File: src/asl_pkg.sv
// Shared types and codes for the assembler source lexer.
// Lexer state, quote kind, result record and token and error codes.
// No dependencies.
`timescale 1ns / 1ps

package asl_pkg;

	typedef enum logic [4:0] {
		ST_TOP, ST_NEU, ST_WHITE, ST_COMMENT, ST_COLON, ST_EQ, ST_VBAR, ST_AMP,
		ST_LT, ST_GT, ST_BANG, ST_SYM, ST_BITPRE, ST_QUOTED, ST_ESC, ST_ZERO,
		ST_BIN, ST_OCT, ST_DEC, ST_HEX
	} lex_state_t;

	typedef enum logic [1:0] {Q_NONE, Q_STR, Q_CHR, Q_BIT} quote_t;

	typedef enum logic [1:0] {KIND_TOKEN, KIND_TEXT, KIND_ERROR} item_kind_t;

	localparam logic [5:0] T_EOL   = 6'd0;
	localparam logic [5:0] T_WHITE = 6'd1;
	localparam logic [5:0] T_HAT   = 6'd2;
	localparam logic [5:0] T_COMMA = 6'd3;
	localparam logic [5:0] T_PLUS  = 6'd4;
	localparam logic [5:0] T_MINUS = 6'd5;
	localparam logic [5:0] T_AST   = 6'd6;
	localparam logic [5:0] T_SLASH = 6'd7;
	localparam logic [5:0] T_PCT   = 6'd8;
	localparam logic [5:0] T_PARL  = 6'd9;
	localparam logic [5:0] T_PARR  = 6'd10;
	localparam logic [5:0] T_BRKL  = 6'd11;
	localparam logic [5:0] T_BRKR  = 6'd12;
	localparam logic [5:0] T_BRCL  = 6'd13;
	localparam logic [5:0] T_BRCR  = 6'd14;
	localparam logic [5:0] T_CC    = 6'd15;
	localparam logic [5:0] T_COLON = 6'd16;
	localparam logic [5:0] T_EQEQ  = 6'd17;
	localparam logic [5:0] T_EQ    = 6'd18;
	localparam logic [5:0] T_VV    = 6'd19;
	localparam logic [5:0] T_V     = 6'd20;
	localparam logic [5:0] T_AA    = 6'd21;
	localparam logic [5:0] T_A     = 6'd22;
	localparam logic [5:0] T_LE    = 6'd23;
	localparam logic [5:0] T_LL    = 6'd24;
	localparam logic [5:0] T_LTOK  = 6'd25;
	localparam logic [5:0] T_GE    = 6'd26;
	localparam logic [5:0] T_GG    = 6'd27;
	localparam logic [5:0] T_GTOK  = 6'd28;
	localparam logic [5:0] T_NE    = 6'd29;
	localparam logic [5:0] T_BANG  = 6'd30;
	localparam logic [5:0] T_SYM   = 6'd31;
	localparam logic [5:0] T_STR   = 6'd32;
	localparam logic [5:0] T_NUM   = 6'd33;
	localparam logic [5:0] T_BIT   = 6'd34;

	localparam logic [2:0] E_INVALID  = 3'd0;
	localparam logic [2:0] E_UNCLOSED = 3'd1;
	localparam logic [2:0] E_CHARLEN  = 3'd2;
	localparam logic [2:0] E_BADESC   = 3'd3;
	localparam logic [2:0] E_OCT89    = 3'd4;

	localparam logic [7:0] CH_LF = 8'h0A;
	localparam logic [7:0] CH_CR = 8'h0D;

	typedef struct packed {
		lex_state_t  state;
		quote_t      quote;
		logic [2:0]  len;
	} lex_regs_t;

	typedef struct packed {
		item_kind_t  kind;
		logic [5:0]  code;
		logic [7:0]  text;
		logic [2:0]  err;
	} res_t;

	// Up to three results per source byte; cnt gives how many slots hold one.
	typedef struct packed {
		logic [1:0]     cnt;
		res_t [2:0]     slot;
	} step_out_t;

endpackage

File: src/asl_step.sv
// Next-state and result logic of the lexer for one source byte.
// Folds the re-examination of a pushed-back byte into a second, neutral stage.
// Depends on asl_pkg.
`timescale 1ns / 1ps

module asl_step #(
	parameter int VALUE_WIDTH = 32
) (
	input  asl_pkg::lex_regs_t       cur,
	input  logic [VALUE_WIDTH-1:0]   cur_acc,
	input  logic [7:0]               ch,
	output asl_pkg::lex_regs_t       nxt,
	output logic [VALUE_WIDTH-1:0]   nxt_acc,
	output asl_pkg::step_out_t       res,
	output logic [VALUE_WIDTH-1:0]   num_value
);

	localparam logic [7:0] CH_EOF    = 8'h00;
	localparam logic [7:0] CH_TAB    = 8'h09;
	localparam logic [7:0] CH_SPACE  = 8'h20;
	localparam logic [7:0] CH_BANG   = 8'h21;
	localparam logic [7:0] CH_DQUOTE = 8'h22;
	localparam logic [7:0] CH_PCT    = 8'h25;
	localparam logic [7:0] CH_AMP    = 8'h26;
	localparam logic [7:0] CH_SQUOTE = 8'h27;
	localparam logic [7:0] CH_PARL   = 8'h28;
	localparam logic [7:0] CH_PARR   = 8'h29;
	localparam logic [7:0] CH_AST    = 8'h2A;
	localparam logic [7:0] CH_PLUS   = 8'h2B;
	localparam logic [7:0] CH_COMMA  = 8'h2C;
	localparam logic [7:0] CH_MINUS  = 8'h2D;
	localparam logic [7:0] CH_DOT    = 8'h2E;
	localparam logic [7:0] CH_SLASH  = 8'h2F;
	localparam logic [7:0] CH_D0     = 8'h30;
	localparam logic [7:0] CH_D1     = 8'h31;
	localparam logic [7:0] CH_D7     = 8'h37;
	localparam logic [7:0] CH_D8     = 8'h38;
	localparam logic [7:0] CH_D9     = 8'h39;
	localparam logic [7:0] CH_COLON  = 8'h3A;
	localparam logic [7:0] CH_SEMI   = 8'h3B;
	localparam logic [7:0] CH_LT     = 8'h3C;
	localparam logic [7:0] CH_EQ     = 8'h3D;
	localparam logic [7:0] CH_GT     = 8'h3E;
	localparam logic [7:0] CH_UC_A   = 8'h41;
	localparam logic [7:0] CH_UC_F   = 8'h46;
	localparam logic [7:0] CH_UC_Z   = 8'h5A;
	localparam logic [7:0] CH_BRKL   = 8'h5B;
	localparam logic [7:0] CH_BSLASH = 8'h5C;
	localparam logic [7:0] CH_BRKR   = 8'h5D;
	localparam logic [7:0] CH_HAT    = 8'h5E;
	localparam logic [7:0] CH_UNDER  = 8'h5F;
	localparam logic [7:0] CH_LC_A   = 8'h61;
	localparam logic [7:0] CH_LC_B   = 8'h62;
	localparam logic [7:0] CH_LC_F   = 8'h66;
	localparam logic [7:0] CH_LC_N   = 8'h6E;
	localparam logic [7:0] CH_LC_R   = 8'h72;
	localparam logic [7:0] CH_LC_X   = 8'h78;
	localparam logic [7:0] CH_LC_Z   = 8'h7A;
	localparam logic [7:0] CH_BRCL   = 8'h7B;
	localparam logic [7:0] CH_VBAR   = 8'h7C;
	localparam logic [7:0] CH_BRCR   = 8'h7D;
	localparam logic [2:0] LEN_MAX   = 3'd7;

	function automatic logic is_end(input logic [7:0] c);
		return (c == CH_EOF) || (c == asl_pkg::CH_LF);
	endfunction

	function automatic logic is_white(input logic [7:0] c);
		return (c == CH_SPACE) || (c == CH_TAB);
	endfunction

	function automatic logic is_digit(input logic [7:0] c);
		return (c >= CH_D0) && (c <= CH_D9);
	endfunction

	function automatic logic is_first(input logic [7:0] c);
		return ((c >= CH_LC_A) && (c <= CH_LC_Z)) || ((c >= CH_UC_A) && (c <= CH_UC_Z))
			|| (c == CH_UNDER) || (c == CH_DOT);
	endfunction

	function automatic asl_pkg::res_t mk_tok(input logic [5:0] code);
		asl_pkg::res_t r;
		r = '0;
		r.kind = asl_pkg::KIND_TOKEN;
		r.code = code;
		return r;
	endfunction

	function automatic asl_pkg::res_t mk_txt(input logic [7:0] c);
		asl_pkg::res_t r;
		r = '0;
		r.kind = asl_pkg::KIND_TEXT;
		r.text = c;
		return r;
	endfunction

	function automatic asl_pkg::res_t mk_err(input logic [2:0] e);
		asl_pkg::res_t r;
		r = '0;
		r.kind = asl_pkg::KIND_ERROR;
		r.err = e;
		return r;
	endfunction

	always_comb begin
		logic [1:0]     a_n;
		asl_pkg::res_t  a0;
		asl_pkg::res_t  a1;
		asl_pkg::res_t  b;
		logic           b_v;
		logic           reexam;
		logic           top_mode;
		logic           add;
		logic [7:0]     content;
		logic [7:0]     border;
		logic [7:0]     p_sec;
		logic [5:0]     p_both;
		logic [5:0]     p_one;
		logic [3:0]     hex_d;
		logic           hex_ok;

		nxt = cur;
		nxt_acc = cur_acc;
		num_value = '0;
		a_n = 2'd0;
		a0 = '0;
		a1 = '0;
		b = '0;
		b_v = 1'b0;
		reexam = 1'b0;
		top_mode = 1'b0;
		add = 1'b0;
		content = 8'h00;
		border = (cur.quote == asl_pkg::Q_CHR) ? CH_SQUOTE : CH_DQUOTE;

		// second character and token codes of the two-character operators
		case (cur.state)
			asl_pkg::ST_COLON: begin
				p_sec = CH_COLON; p_both = asl_pkg::T_CC;   p_one = asl_pkg::T_COLON;
			end
			asl_pkg::ST_VBAR: begin
				p_sec = CH_VBAR;  p_both = asl_pkg::T_VV;   p_one = asl_pkg::T_V;
			end
			asl_pkg::ST_AMP: begin
				p_sec = CH_AMP;   p_both = asl_pkg::T_AA;   p_one = asl_pkg::T_A;
			end
			asl_pkg::ST_LT: begin
				p_sec = CH_EQ;    p_both = asl_pkg::T_LE;   p_one = asl_pkg::T_LTOK;
			end
			asl_pkg::ST_GT: begin
				p_sec = CH_EQ;    p_both = asl_pkg::T_GE;   p_one = asl_pkg::T_GTOK;
			end
			asl_pkg::ST_BANG: begin
				p_sec = CH_EQ;    p_both = asl_pkg::T_NE;   p_one = asl_pkg::T_BANG;
			end
			default: begin
				p_sec = CH_EQ;    p_both = asl_pkg::T_EQEQ; p_one = asl_pkg::T_EQ;
			end
		endcase

		hex_ok = 1'b1;
		if (is_digit(ch))
			hex_d = ch[3:0];
		else if (((ch >= CH_LC_A) && (ch <= CH_LC_F)) || ((ch >= CH_UC_A) && (ch <= CH_UC_F)))
			hex_d = ch[3:0] + 4'd9;
		else begin
			hex_d = 4'd0;
			hex_ok = 1'b0;
		end

		// first stage: the pending state
		case (cur.state)
			asl_pkg::ST_TOP: begin
				reexam = 1'b1;
				top_mode = 1'b1;
			end
			asl_pkg::ST_NEU: reexam = 1'b1;
			asl_pkg::ST_WHITE: begin
				if (!is_white(ch)) begin
					a0 = mk_tok(asl_pkg::T_WHITE);
					a_n = 2'd1;
					nxt.state = asl_pkg::ST_NEU;
					reexam = 1'b1;
				end
			end
			asl_pkg::ST_COMMENT: begin
				if (is_end(ch)) begin
					a0 = mk_tok(asl_pkg::T_EOL);
					a_n = 2'd1;
					nxt.state = asl_pkg::ST_TOP;
				end
			end
			asl_pkg::ST_COLON, asl_pkg::ST_EQ, asl_pkg::ST_VBAR, asl_pkg::ST_AMP,
			asl_pkg::ST_LT, asl_pkg::ST_GT, asl_pkg::ST_BANG: begin
				a_n = 2'd1;
				nxt.state = asl_pkg::ST_NEU;
				if ((cur.state == asl_pkg::ST_LT) && (ch == CH_LT))
					a0 = mk_tok(asl_pkg::T_LL);
				else if ((cur.state == asl_pkg::ST_GT) && (ch == CH_GT))
					a0 = mk_tok(asl_pkg::T_GG);
				else if (ch == p_sec)
					a0 = mk_tok(p_both);
				else begin
					a0 = mk_tok(p_one);
					reexam = 1'b1;
				end
			end
			asl_pkg::ST_SYM: begin
				a_n = 2'd1;
				if (is_first(ch) || is_digit(ch))
					a0 = mk_txt(ch);
				else begin
					a0 = mk_tok(asl_pkg::T_SYM);
					nxt.state = asl_pkg::ST_NEU;
					reexam = 1'b1;
				end
			end
			asl_pkg::ST_BITPRE: begin
				if (ch == CH_DQUOTE) begin
					nxt.quote = asl_pkg::Q_BIT;
					nxt.len = 3'd0;
					nxt.state = asl_pkg::ST_QUOTED;
				end else begin
					// lone b: emit it as symbol text, then go on as a symbol
					a0 = mk_txt(CH_LC_B);
					a_n = 2'd2;
					nxt.state = asl_pkg::ST_SYM;
					if (is_first(ch) || is_digit(ch))
						a1 = mk_txt(ch);
					else begin
						a1 = mk_tok(asl_pkg::T_SYM);
						nxt.state = asl_pkg::ST_NEU;
						reexam = 1'b1;
					end
				end
			end
			asl_pkg::ST_QUOTED: begin
				if (is_end(ch)) begin
					a0 = mk_err(asl_pkg::E_UNCLOSED);
					a_n = 2'd1;
				end else if (ch == border) begin
					nxt.state = asl_pkg::ST_NEU;
					a_n = 2'd1;
					case (cur.quote)
						asl_pkg::Q_STR: a0 = mk_tok(asl_pkg::T_STR);
						asl_pkg::Q_BIT: a0 = mk_tok(asl_pkg::T_BIT);
						asl_pkg::Q_CHR: begin
							if (cur.len > 3'd1)
								a0 = mk_err(asl_pkg::E_CHARLEN);
							else begin
								a0 = mk_txt(ch);
								a1 = mk_tok(asl_pkg::T_NUM);
								a_n = 2'd2;
								// empty literal gives the quote's own code
								num_value = (cur.len == 3'd0) ? VALUE_WIDTH'(CH_SQUOTE) : cur_acc;
							end
						end
						default: a_n = 2'd0;
					endcase
				end else if (ch == CH_BSLASH)
					nxt.state = asl_pkg::ST_ESC;
				else begin
					add = 1'b1;
					content = ch;
				end
			end
			asl_pkg::ST_ESC: begin
				nxt.state = asl_pkg::ST_QUOTED;
				add = 1'b1;
				case (ch)
					CH_DQUOTE, CH_SQUOTE, CH_BSLASH: content = ch;
					CH_LC_N: content = asl_pkg::CH_LF;
					CH_LC_R: content = asl_pkg::CH_CR;
					CH_D0:   content = 8'h00;
					default: begin
						add = 1'b0;
						a0 = mk_err(asl_pkg::E_BADESC);
						a_n = 2'd1;
					end
				endcase
			end
			asl_pkg::ST_ZERO: begin
				a_n = 2'd1;
				if (ch == CH_LC_B) begin
					a0 = mk_txt(ch);
					nxt.state = asl_pkg::ST_BIN;
				end else if ((ch >= CH_D0) && (ch <= CH_D7)) begin
					a0 = mk_txt(ch);
					nxt_acc = VALUE_WIDTH'(ch[2:0]);
					nxt.state = asl_pkg::ST_OCT;
				end else if ((ch == CH_D8) || (ch == CH_D9)) begin
					a0 = mk_err(asl_pkg::E_OCT89);
					nxt.state = asl_pkg::ST_OCT;
				end else if (ch == CH_LC_X) begin
					a0 = mk_txt(ch);
					nxt.state = asl_pkg::ST_HEX;
				end else begin
					a0 = mk_tok(asl_pkg::T_NUM);
					num_value = cur_acc;
					nxt.state = asl_pkg::ST_NEU;
					reexam = 1'b1;
				end
			end
			asl_pkg::ST_BIN: begin
				a_n = 2'd1;
				if ((ch == CH_D0) || (ch == CH_D1)) begin
					a0 = mk_txt(ch);
					nxt_acc = (cur_acc << 1) + VALUE_WIDTH'(ch[0]);
				end else begin
					a0 = mk_tok(asl_pkg::T_NUM);
					num_value = cur_acc;
					nxt.state = asl_pkg::ST_NEU;
					reexam = 1'b1;
				end
			end
			asl_pkg::ST_OCT: begin
				a_n = 2'd1;
				if ((ch >= CH_D0) && (ch <= CH_D7)) begin
					a0 = mk_txt(ch);
					nxt_acc = (cur_acc << 3) + VALUE_WIDTH'(ch[2:0]);
				end else if ((ch == CH_D8) || (ch == CH_D9))
					a0 = mk_err(asl_pkg::E_OCT89);
				else begin
					a0 = mk_tok(asl_pkg::T_NUM);
					num_value = cur_acc;
					nxt.state = asl_pkg::ST_NEU;
					reexam = 1'b1;
				end
			end
			asl_pkg::ST_DEC: begin
				a_n = 2'd1;
				if (is_digit(ch)) begin
					a0 = mk_txt(ch);
					nxt_acc = (cur_acc << 3) + (cur_acc << 1) + VALUE_WIDTH'(ch[3:0]);
				end else begin
					a0 = mk_tok(asl_pkg::T_NUM);
					num_value = cur_acc;
					nxt.state = asl_pkg::ST_NEU;
					reexam = 1'b1;
				end
			end
			asl_pkg::ST_HEX: begin
				a_n = 2'd1;
				if (hex_ok) begin
					a0 = mk_txt(ch);
					nxt_acc = (cur_acc << 4) + VALUE_WIDTH'(hex_d);
				end else begin
					a0 = mk_tok(asl_pkg::T_NUM);
					num_value = cur_acc;
					nxt.state = asl_pkg::ST_NEU;
					reexam = 1'b1;
				end
			end
			default: begin
				nxt.state = asl_pkg::ST_NEU;
				reexam = 1'b1;
			end
		endcase

		// literal content: text byte, first character value, saturating length
		if (add) begin
			a0 = mk_txt(content);
			a_n = 2'd1;
			if ((cur.quote == asl_pkg::Q_CHR) && (cur.len == 3'd0))
				nxt_acc = VALUE_WIDTH'(content);
			if (cur.len != LEN_MAX)
				nxt.len = cur.len + 3'd1;
		end

		// second stage: the byte seen in the neutral state
		if (reexam) begin
			if (is_end(ch)) begin
				if (!top_mode) begin
					b = mk_tok(asl_pkg::T_EOL);
					b_v = 1'b1;
					nxt.state = asl_pkg::ST_TOP;
				end
			end else begin
				nxt.state = asl_pkg::ST_NEU;
				if (is_white(ch))
					nxt.state = asl_pkg::ST_WHITE;
				else if (ch == CH_DQUOTE) begin
					nxt.quote = asl_pkg::Q_STR;
					nxt.len = 3'd0;
					nxt.state = asl_pkg::ST_QUOTED;
				end else if (ch == CH_SQUOTE) begin
					nxt.quote = asl_pkg::Q_CHR;
					nxt.len = 3'd0;
					b = mk_txt(ch);
					b_v = 1'b1;
					nxt.state = asl_pkg::ST_QUOTED;
				end else if (ch == CH_LC_B)
					nxt.state = asl_pkg::ST_BITPRE;
				else if (is_first(ch)) begin
					b = mk_txt(ch);
					b_v = 1'b1;
					nxt.state = asl_pkg::ST_SYM;
				end else if (ch == CH_D0) begin
					nxt_acc = '0;
					b = mk_txt(ch);
					b_v = 1'b1;
					nxt.state = asl_pkg::ST_ZERO;
				end else if (is_digit(ch)) begin
					// first decimal digit taken at once
					nxt_acc = VALUE_WIDTH'(ch[3:0]);
					b = mk_txt(ch);
					b_v = 1'b1;
					nxt.state = asl_pkg::ST_DEC;
				end else begin
					case (ch)
						CH_SEMI:  nxt.state = asl_pkg::ST_COMMENT;
						CH_COLON: nxt.state = asl_pkg::ST_COLON;
						CH_EQ:    nxt.state = asl_pkg::ST_EQ;
						CH_VBAR:  nxt.state = asl_pkg::ST_VBAR;
						CH_AMP:   nxt.state = asl_pkg::ST_AMP;
						CH_LT:    nxt.state = asl_pkg::ST_LT;
						CH_GT:    nxt.state = asl_pkg::ST_GT;
						CH_BANG:  nxt.state = asl_pkg::ST_BANG;
						CH_HAT:   begin b = mk_tok(asl_pkg::T_HAT);   b_v = 1'b1; end
						CH_COMMA: begin b = mk_tok(asl_pkg::T_COMMA); b_v = 1'b1; end
						CH_PLUS:  begin b = mk_tok(asl_pkg::T_PLUS);  b_v = 1'b1; end
						CH_MINUS: begin b = mk_tok(asl_pkg::T_MINUS); b_v = 1'b1; end
						CH_AST:   begin b = mk_tok(asl_pkg::T_AST);   b_v = 1'b1; end
						CH_SLASH: begin b = mk_tok(asl_pkg::T_SLASH); b_v = 1'b1; end
						CH_PCT:   begin b = mk_tok(asl_pkg::T_PCT);   b_v = 1'b1; end
						CH_PARL:  begin b = mk_tok(asl_pkg::T_PARL);  b_v = 1'b1; end
						CH_PARR:  begin b = mk_tok(asl_pkg::T_PARR);  b_v = 1'b1; end
						CH_BRKL:  begin b = mk_tok(asl_pkg::T_BRKL);  b_v = 1'b1; end
						CH_BRKR:  begin b = mk_tok(asl_pkg::T_BRKR);  b_v = 1'b1; end
						CH_BRCL:  begin b = mk_tok(asl_pkg::T_BRCL);  b_v = 1'b1; end
						CH_BRCR:  begin b = mk_tok(asl_pkg::T_BRCR);  b_v = 1'b1; end
						default:  begin b = mk_err(asl_pkg::E_INVALID); b_v = 1'b1; end
					endcase
				end
			end
		end

		res.cnt = a_n + {1'b0, b_v};
		res.slot[0] = (a_n != 2'd0) ? a0 : b;
		res.slot[1] = (a_n == 2'd2) ? a1 : b;
		res.slot[2] = b;
	end

endmodule

File: src/assembler_source_lexer.sv
// Top level of the assembler source lexer: input stage, lexer registers, result group.
// Depends on asl_pkg and asl_step.
// Each byte is registered in the input stage, then its results load the result group.
// Throughput: one byte per cycle while each byte causes at most one result and out_ready
// is high; a byte with more results holds the next byte with results until its last leaves.
// CR bytes are taken and dropped. Reset (arst_n low, asynchronous): line top, line zero, no beat.
`timescale 1ns / 1ps

module assembler_source_lexer #(
	parameter int VALUE_WIDTH = 32,
	parameter int LINE_WIDTH  = 16
) (
	input  logic                    clk,
	input  logic                    arst_n,
	input  logic                    in_valid,
	output logic                    in_ready,
	input  logic [7:0]              char_in,
	output logic                    out_valid,
	input  logic                    out_ready,
	output logic [1:0]              item_kind,
	output logic [5:0]              token_code,
	output logic [7:0]              text_byte,
	output logic [VALUE_WIDTH-1:0]  number_value,
	output logic [LINE_WIDTH-1:0]   line_number,
	output logic [2:0]              error_code,
	output logic                    last_of_run
);

	// input stage
	logic                    valid_s1;
	logic [7:0]              char_s1;

	// lexer registers
	asl_pkg::lex_regs_t      regs_q;
	logic [VALUE_WIDTH-1:0]  acc_q;
	logic [LINE_WIDTH-1:0]   line_q;

	// result group: all results of one byte, drained one beat at a time
	logic [1:0]              grp_cnt_q;
	logic [1:0]              grp_ptr_q;
	asl_pkg::res_t [2:0]     grp_slot_q;
	logic [VALUE_WIDTH-1:0]  grp_val_q;
	logic [LINE_WIDTH-1:0]   grp_line_q;

	asl_pkg::lex_regs_t      regs_d;
	logic [VALUE_WIDTH-1:0]  acc_d;
	asl_pkg::step_out_t      step_res;
	logic [VALUE_WIDTH-1:0]  step_val;
	logic [LINE_WIDTH-1:0]   line_next;
	logic                    grp_last;
	logic                    grp_free;
	logic                    s1_adv;
	logic                    grp_load;
	asl_pkg::res_t           cur_slot;

	asl_step #(
		.VALUE_WIDTH(VALUE_WIDTH)
	) u_step (
		.cur       (regs_q),
		.cur_acc   (acc_q),
		.ch        (char_s1),
		.nxt       (regs_d),
		.nxt_acc   (acc_d),
		.res       (step_res),
		.num_value (step_val)
	);

	// line number that goes with every result of this byte; saturate at the top
	assign line_next = (&line_q) ? line_q : line_q + 1'b1;

	assign out_valid = (grp_ptr_q != grp_cnt_q);
	assign grp_last  = ((grp_ptr_q + 2'd1) == grp_cnt_q);
	// group register frees up when empty or when its last beat leaves now
	assign grp_free  = !out_valid || (out_ready && grp_last);
	// a byte without results never waits for the group
	assign s1_adv    = valid_s1 && ((step_res.cnt == 2'd0) || grp_free);
	assign grp_load  = s1_adv && (step_res.cnt != 2'd0);
	assign in_ready  = !valid_s1 || s1_adv;

	always_ff @(posedge clk or negedge arst_n) begin
		if (!arst_n) begin
			valid_s1 <= 1'b0;
		end else if (in_ready) begin
			// drop carriage returns at the door
			valid_s1 <= in_valid && (char_in != asl_pkg::CH_CR);
		end
	end

	always_ff @(posedge clk) begin
		if (in_ready) begin
			char_s1 <= char_in;
		end
	end

	always_ff @(posedge clk or negedge arst_n) begin
		if (!arst_n) begin
			regs_q <= '{state: asl_pkg::ST_TOP, quote: asl_pkg::Q_NONE, len: 3'd0};
			acc_q  <= '0;
			line_q <= '0;
		end else if (s1_adv) begin
			regs_q <= regs_d;
			acc_q  <= acc_d;
			// advance the line count after the results of a line feed
			if ((char_s1 == asl_pkg::CH_LF) && !(&line_q)) begin
				line_q <= line_q + 1'b1;
			end
		end
	end

	always_ff @(posedge clk or negedge arst_n) begin
		if (!arst_n) begin
			grp_cnt_q <= 2'd0;
			grp_ptr_q <= 2'd0;
		end else if (grp_load) begin
			grp_cnt_q <= step_res.cnt;
			grp_ptr_q <= 2'd0;
		end else if (out_valid && out_ready) begin
			grp_ptr_q <= grp_ptr_q + 2'd1;
		end
	end

	always_ff @(posedge clk) begin
		if (grp_load) begin
			grp_slot_q <= step_res.slot;
			grp_val_q  <= step_val;
			grp_line_q <= line_next;
		end
	end

	// present the current beat of the group
	assign cur_slot     = grp_slot_q[grp_ptr_q];
	assign item_kind    = cur_slot.kind;
	assign token_code   = cur_slot.code;
	assign text_byte    = cur_slot.text;
	assign error_code   = cur_slot.err;
	assign line_number  = grp_line_q;
	assign last_of_run  = grp_last;
	// the value rides only on a number token
	assign number_value = ((cur_slot.kind == asl_pkg::KIND_TOKEN)
		&& (cur_slot.code == asl_pkg::T_NUM)) ? grp_val_q : '0;

endmodule
File: config.mk
export PLATFORM = sky130hd
export DESIGN_NAME = assembler_source_lexer
export DESIGN_NICKNAME = d
export VERILOG_FILES = /design/src/asl_pkg.sv /design/src/asl_step.sv /design/src/assembler_source_lexer.sv
export SDC_FILE = /design/constraint.sdc
export NUM_CORES = 1
export LEC_CHECK = 0
export BUFFER_PORTS_ARGS = -buffer_cell sky130_fd_sc_hd__buf_2
export CELL_PAD_IN_SITES_DETAIL_PLACEMENT = 1
export CELL_PAD_IN_SITES_GLOBAL_PLACEMENT = 2
export CORE_MARGIN = 3
export CORE_UTILIZATION = 35
export CTS_CLUSTER_DIAMETER = 100
export DETAILED_ROUTE_END_ITERATION = 8
export GPL_TIMING_DRIVEN = 0
export HOLD_SLACK_MARGIN = 0.06
export PLACE_DENSITY = 0.84
export SLEW_MARGIN = 20
export SYNTH_ARGS = -nofsm -noshare
export SYNTH_HDL_FRONTEND = slang
export SYNTH_HIERARCHICAL = 1
export SYNTH_SLANG_ARGS = --single-unit
File: constraint.sdc
create_clock -name clk -period 12.62 [get_ports clk]
set_input_delay 1.893 -clock clk [delete_from_list [all_inputs] [get_ports clk]]
set_output_delay 1.893 -clock clk [all_outputs]
set_load 0.005 [all_outputs]
==> results of run 1 <==
-- power breakdown --
group / internal (mW) / leakage [nW] / switching (mW)
logic: 0.686 / 4.32 / 1.56
registers: 1.03 / 1.95 / 0.140
clock network: 0.311 / 0.308 / 0.258
-- kinds of logic after synthesis --
kind of cell | share of synthesized area, %
adder cells (fa/ha/maj) | 6.48
AO/OA/AOI/OAI | 20.4
AND/OR/NAND/NOR | 25.5
other | 0.0273
multiplexers | 3.23
flip-flops | 36.1
buffers and inverters | 4.95
XOR/XNOR | 3.31
-- stage by stage --
stage               utilization [%]  hold slack, ps  std cells
floorplan                         -             467       1599
global placement               38.8             489       2191
detailed placement             39.2             506       2196
CTS                            40.8             521       2228
global route                   40.8             540       2228
finish                         40.8             518       2228
-- cell type report --
cell class / instances / share of cell area (%)
multi-input combinational: 1280 / 52.3
clock inverter: 13 / 1.06
sequential: 176 / 31.9
buffer: 107 / 3.50
inverter: 36 / 0.868
tap: 511 / 4.11
timing repair buffer: 86 / 3.31
clock buffer: 19 / 2.91
-- synthesized netlist by cell type (26+ instances only) --
library cell  instances  area [sq um]
inv_1                34           128
and2_1               40           250
ha_1                 68           851
nor3_1               26           130
nand2_1             285          1070
nand3_1              65           325
edfxtp_1            113          3390
o21ai_0              98           490
clkbuf_1             54           203
mux2i_1              41           410
a21oi_1              93           465
xnor2_1              32           280
dfrtp_1              63          1580
nor2_1              100           375
a211oi_1             27           203
nor2b_1              46           288
-- layer usage --
layer / vias to the layer above / global-route usage [%] / wire (um)
met5: - / 0 / 13
met4: 2 / 8.28 / 1380
met3: 76 / 4.60 / 3110
met2: 420 / 40.9 / 24300
met1: 6561 / 35.1 / 24100
li1: 6032 / - / -
-- state kept, by name, indices dropped and copies added, names as in the netlist --
name	count
line_number	16
valid_s1	1
grp_cnt_q	2
regs_q	10
grp_ptr_q	2
line_q	16
grp_slot_q	57
acc_q	32
grp_val_q	32
char_s1	8
-- critical path: stages, from the launching register on --
cell,delay [ps]
edfxtp_1,540
clkbuf_1,560
inv_1,400
ha_1,440
nand3_1,370
and2b_1,330
a2111oi_0,780
nor2_1,120
a21oi_2,480
nand4b_1,400
ha_1,340
xnor2_1,260
nor2_1,140
a41oi_1,310
nand3_1,430
buf_2,280
-- worst max-delay path by stage --
| stage | startpoint | endpoint | slack (ps) | cells past startpoint |
|---|---|---|---|---|
| 6_report | char_s1[0] | in_ready | 4080 | 15 |
| 5_1_grt | char_s1[0] | in_ready | 3810 | 15 |
| 4_1_cts | char_s1[0] | in_ready | 4230 | 15 |
| 3_5_place_dp | char_s1[0] | in_ready | 4770 | 15 |
| 3_3_place_gp | char_s1[0] | grp_val_q[12] | 60 | 16 |
| 2_1_floorplan | char_s1[1] | grp_slot_q[0] | 3690 | 20 |
==> results.py, run 1 <==
metrics = {
    "critical_path": {
        "required_ps": 10730,
        "r2r-start": "char_s1[0]",
        "worstSetupPathType": "flop to primary output",
        "r2r_end": "grp_val_q[16]",
        "reg2reg_depth": 19,
        "cp-end-kind": "primary output",
        "critPathMaxFanout": 10,
        "crit_arrival_ps": 6640,
        "rrSetupSlack_ps": 5260,
        "worstSetupStartpointType": "flop",
    },
    "power": {
        "power_density_nw_per_um2": 256,
        "p_leak_nw": 6.58,
        "vdd_drop_max_v": 0.000185,
        "finalPower_mw": 3.98,
    },
    "finish": {
        "nFillCells": 4536,
        "multi_input_area_sq_um": 8150,
        "drive_gt1_share_pct": 12.6,
        "final_cell_mix": "285 x nand2_1, 113 x edfxtp_1, 105 x buf_2, 99 x nor2_1, 98 x o21ai_0",
        "stdcell_area_sq_um": 15600,
        "area_growth_pct": 13.3,
        "layout.nets": 1786,
        "final_common_cell": "nand2_1",
        "antenna_cells": 0,
        "seqCellArea_sq_um": 4970,
    },
    "clock_tree": {
        "path_clk_slew_ps": 70,
        "cts.sinks": 176,
        "htreeDepth": 4,
        "root_buffer": "clkbuf_16",
        "ctsResizeCount": 0,
        "clock_latency_ps": 460,
        "clk_path_buf_depth": 2,
        "cts_tree": "built",
        "cts_hold_buf": 0,
        "cts_setup_buffers": 0,
        "cts_buffers": 17,
    },
    "sta": {
        "relSlewSlack_pct": 26.8,
        "period_needed_ps": 8540,
        "fin_ws_ps": 4080,
        "min_period_over_period_pct": 67.6,
        "slew_violations": 0,
        "fin_skew_ps": 11.2,
        "fmax_mhz": 117,
        "setup_viol": 0,
        "grt_setup_unrepaired": "no",
        "worst_pin_slew_ps": 1090,
        "final.setup.tns_ps": 0,
        "hold_violations": 0,
    },
    "yosys": {
        "synthesis.area_sq_um": 13700,
        "synth_enable_flop_cells": 113,
        "synth_cells": 1590,
        "ys.flop_type": "edfxtp_1",
        "syn_avg_cell_area_sq_um": 8.65,
        "ys_ff_latch": 176,
        "async_reset_ff_share_pct": 35.8,
        "seq_area_frac_synth_pct": 36.1,
        "ys_types": 109,
        "yosys_warnings": 6,
    },
    "placed_design": {
        "dpl_worst_slack_ps": 4770,
        "dp_hpwl_um": 40400,
        "gp_congestion": 0.969,
        "placed_cell_area_sq_um": 15000,
        "port_buffers": 81,
    },
    "min_path": {
        "hp-class": "flop to flop",
        "holdPathStages": 1,
        "min_from": "line_q[5]",
        "holdPathEnd": "line_q[5]",
    },
    "floorplanning": {
        "initial_utilization_pct": 36.0,
        "ios": 82,
        "rows": 71,
        "die_x_um": 204,
        "dieArea_sq_um": 41700,
        "core_area_sq_um": 38200,
        "die_h_um": 204,
    },
    "global_route": {
        "groute.usage.overall_pct": 25.6,
        "grt_pass1_vias": 13400,
        "overflow": 0,
        "grt_pass1_wl_um": 81500,
        "antenna_found_initial": 1,
        "grt_start_max_net_pins": 35,
    },
    "run_status": {
        "outcome": "finished clean",
    },
    "detailed_routing": {
        "routed_wl_um": 53000,
        "first_pass_iters": 5,
        "antenna_left": 0,
        "drcViolationCount": 0,
        "vias_per_cell": 5.88,
        "drt_iter0_drc": 930,
        "wl_per_cell_um": 23.8,
        "num_vias": 13100,
    },
    "job": {
        "cap_violations": 0,
    },
}
No activity file was read; power rests on OpenSTA's default activity.
==> inputs of run 2 (changes only) <==
clock period = 7.9 ns   (was 12.62 ns; I/O delays follow)
==> run 2 against run 1 <==
Effect of this change:
- sequential share of layout area barely moved
- core utilization rose by 0.052 points
- flip-flop and latch count did not move
- hold slack got worse by 0.58 ps
- via count rose by 1.0%
- wire length rose by 0.89%
==> results.py, run 2 (same netlist as run 1, synthesis figures left out) <==
metrics = {
    "critical_path": {
        "cp-end-kind": "primary output",
        "cp-startpoint": "char_s1[0]",
        "required_ps": 6710,
        "cp-endpoint": "in_ready",
        "crit_path_cell_trace": "clkbuf_2 > inv_1 > ha_1 > nand3_1 > and2b_1 > a2111oi_0 > nor2_1 > a21oi_2 > nand4b_1 > ha_1 > xnor2_1 > nor2_1 > a41oi_1 > nand3_1 > buf_2",
        "path_buf_inv": 3,
        "worstSetupStartpointType": "flop",
        "crit_arrival_ps": 6200,
        "r2r-start": "char_s1[0]",
        "crit_path_top_delay_cell": "a2111oi_0",
        "path_delay_family": "simple AND/OR/NAND/NOR gates",
        "max_stage_delay_ps": 750,
        "worstSetupPathType": "flop to primary output",
        "path_depth": 15,
        "rrSetupSlack_ps": 970,
        "critPathMaxFanout": 10,
        "r2r_end": "grp_val_q[21]",
        "reg2reg_depth": 18,
    },
    "sta": {
        "slew_violations": 0,
        "whs_ps": 517,
        "hold_violations": 0,
        "worst_pin_slew_ps": 1150,
        "fin_skew_ps": 10.4,
        "setup_viol": 0,
        "min_period_over_period_pct": 93.5,
        "period_needed_ps": 7390,
        "relSlewSlack_pct": 23.2,
        "fmax_mhz": 135,
        "grt_setup_unrepaired": "no",
        "final.setup.tns_ps": 0,
        "fin_ws_ps": 512,
    },
    "finish": {
        "largest_reg_flops": 57,
        "seqCellArea_sq_um": 4970,
        "multi_input_area_sq_um": 8150,
        "nFillCells": 4607,
        "final_cell_mix": "285 x nand2_1, 113 x edfxtp_1, 106 x buf_2, 99 x nor2_1, 98 x o21ai_0",
        "drive_gt1_share_pct": 12.8,
        "final_util_pct": 40.8,
        "top_register": "grp_slot_q",
        "stdcell_area_sq_um": 15600,
        "largestRegisters": "grp_slot_q: 57 flops, acc_q: 32 flops, grp_val_q: 32 flops",
        "finalNonFillerCells": 2228,
        "area_growth_pct": 13.4,
        "antenna_cells": 0,
        "layout.nets": 1786,
        "final_common_cell": "nand2_1",
    },
    "detailed_routing": {
        "antenna_left": 0,
        "routed_wl_um": 53500,
        "vias_per_cell": 5.93,
        "wl_per_cell_um": 24.0,
        "first_pass_iters": 5,
        "drcViolationCount": 0,
        "num_vias": 13200,
        "drt_iter0_drc": 1151,
    },
    "power": {
        "vdd_drop_max_v": 0.000320,
        "p_leak_nw": 6.59,
        "power_density_nw_per_um2": 411,
        "finalPower_mw": 6.40,
    },
    "clock_tree": {
        "clk_path_buf_depth": 2,
        "cts.sinks": 176,
        "cts_buffers": 17,
        "cts_tree": "built",
        "root_buffer": "clkbuf_16",
        "ctsResizeCount": 0,
        "clock_latency_ps": 470,
        "cts_hold_buf": 0,
        "htreeDepth": 4,
        "cts_setup_buffers": 0,
        "path_clk_slew_ps": 70,
    },
    "placed_design": {
        "dp.cells": 2197,
        "gp_congestion": 0.975,
        "dp_hpwl_um": 40200,
        "port_buffers": 81,
        "placed_cell_area_sq_um": 15000,
        "dpl_worst_slack_ps": 761,
    },
    "min_path": {
        "hp-class": "flop to flop",
    },
    "floorplanning": {
        "dieArea_sq_um": 41700,
        "die_h_um": 204,
        "initial_utilization_pct": 36.0,
        "rows": 71,
        "core_area_sq_um": 38200,
        "ios": 82,
        "die_x_um": 204,
    },
    "global_route": {
        "antenna_found_initial": 0,
        "grt_pass1_vias": 13500,
        "groute.usage.overall_pct": 25.7,
        "overflow": 0,
        "grt_start_max_net_pins": 47,
        "grt_pass1_wl_um": 82300,
    },
    "job": {
        "cap_violations": 0,
    },
    "run_status": {
        "outcome": "finished clean",
    },
}
## run 2: report_power, final
group          leakage (nW)  internal [mW]  switching [mW]  total, mW
registers              1.95           1.65           0.225       1.87
clock network         0.300          0.483           0.413      0.896
logic                  4.34           1.12            2.51       3.64
total                  6.59           3.25            3.15       6.40
## run 2: area by class of cell
| type | instances | area share (%) |
|---|---|---|
| Timing Repair Buffer | 87 | 3.48 |
| Multi-Input combinational cell | 1280 | 52.3 |
| Sequential cell | 176 | 31.9 |
| Clock buffer | 20 | 3.06 |
| Clock inverter | 12 | 0.866 |
| Inverter | 36 | 0.866 |
| Buffer | 106 | 3.48 |
| Tap cell | 511 | 4.10 |
## run 2: how the worst min path moves through the flow
stage | start | end | cells past startpoint
final | line_q[5] | line_q[5] | 1
after detailed placement | line_q[5] | line_q[5] | 1
after global routing | line_q[5] | line_q[5] | 1
after CTS | line_q[5] | line_q[5] | 1
after global placement | line_q[5] | line_q[5] | 1
after floorplan | line_q[5] | line_q[5] | 1
## run 2: worst register-to-register path: stages (launching register included)
cell and delay [ps]:
edfxtp_1 530, clkbuf_2 380, inv_1 290, ha_1 400
nand3_1 310, and2b_1 310, a2111oi_0 750, nor2_1 110
a21oi_2 490, nand4b_1 390, ha_1 340, xnor2_1 150
nor2_1 270, a41oi_1 150, a21bo_2 320, buf_2 280
nor2_4 640, buf_16 260, buf_12 220
## run 2: layer usage
metal / routed length, um / part of all wire (%) / track usage (%)
met1: 24400 / 46 / 35.9
met2: 24100 / 45 / 40.3
met3: 3420 / 6.4 / 4.59
met4: 1550 / 2.9 / 8.90
met5: 0 / 0 / 0
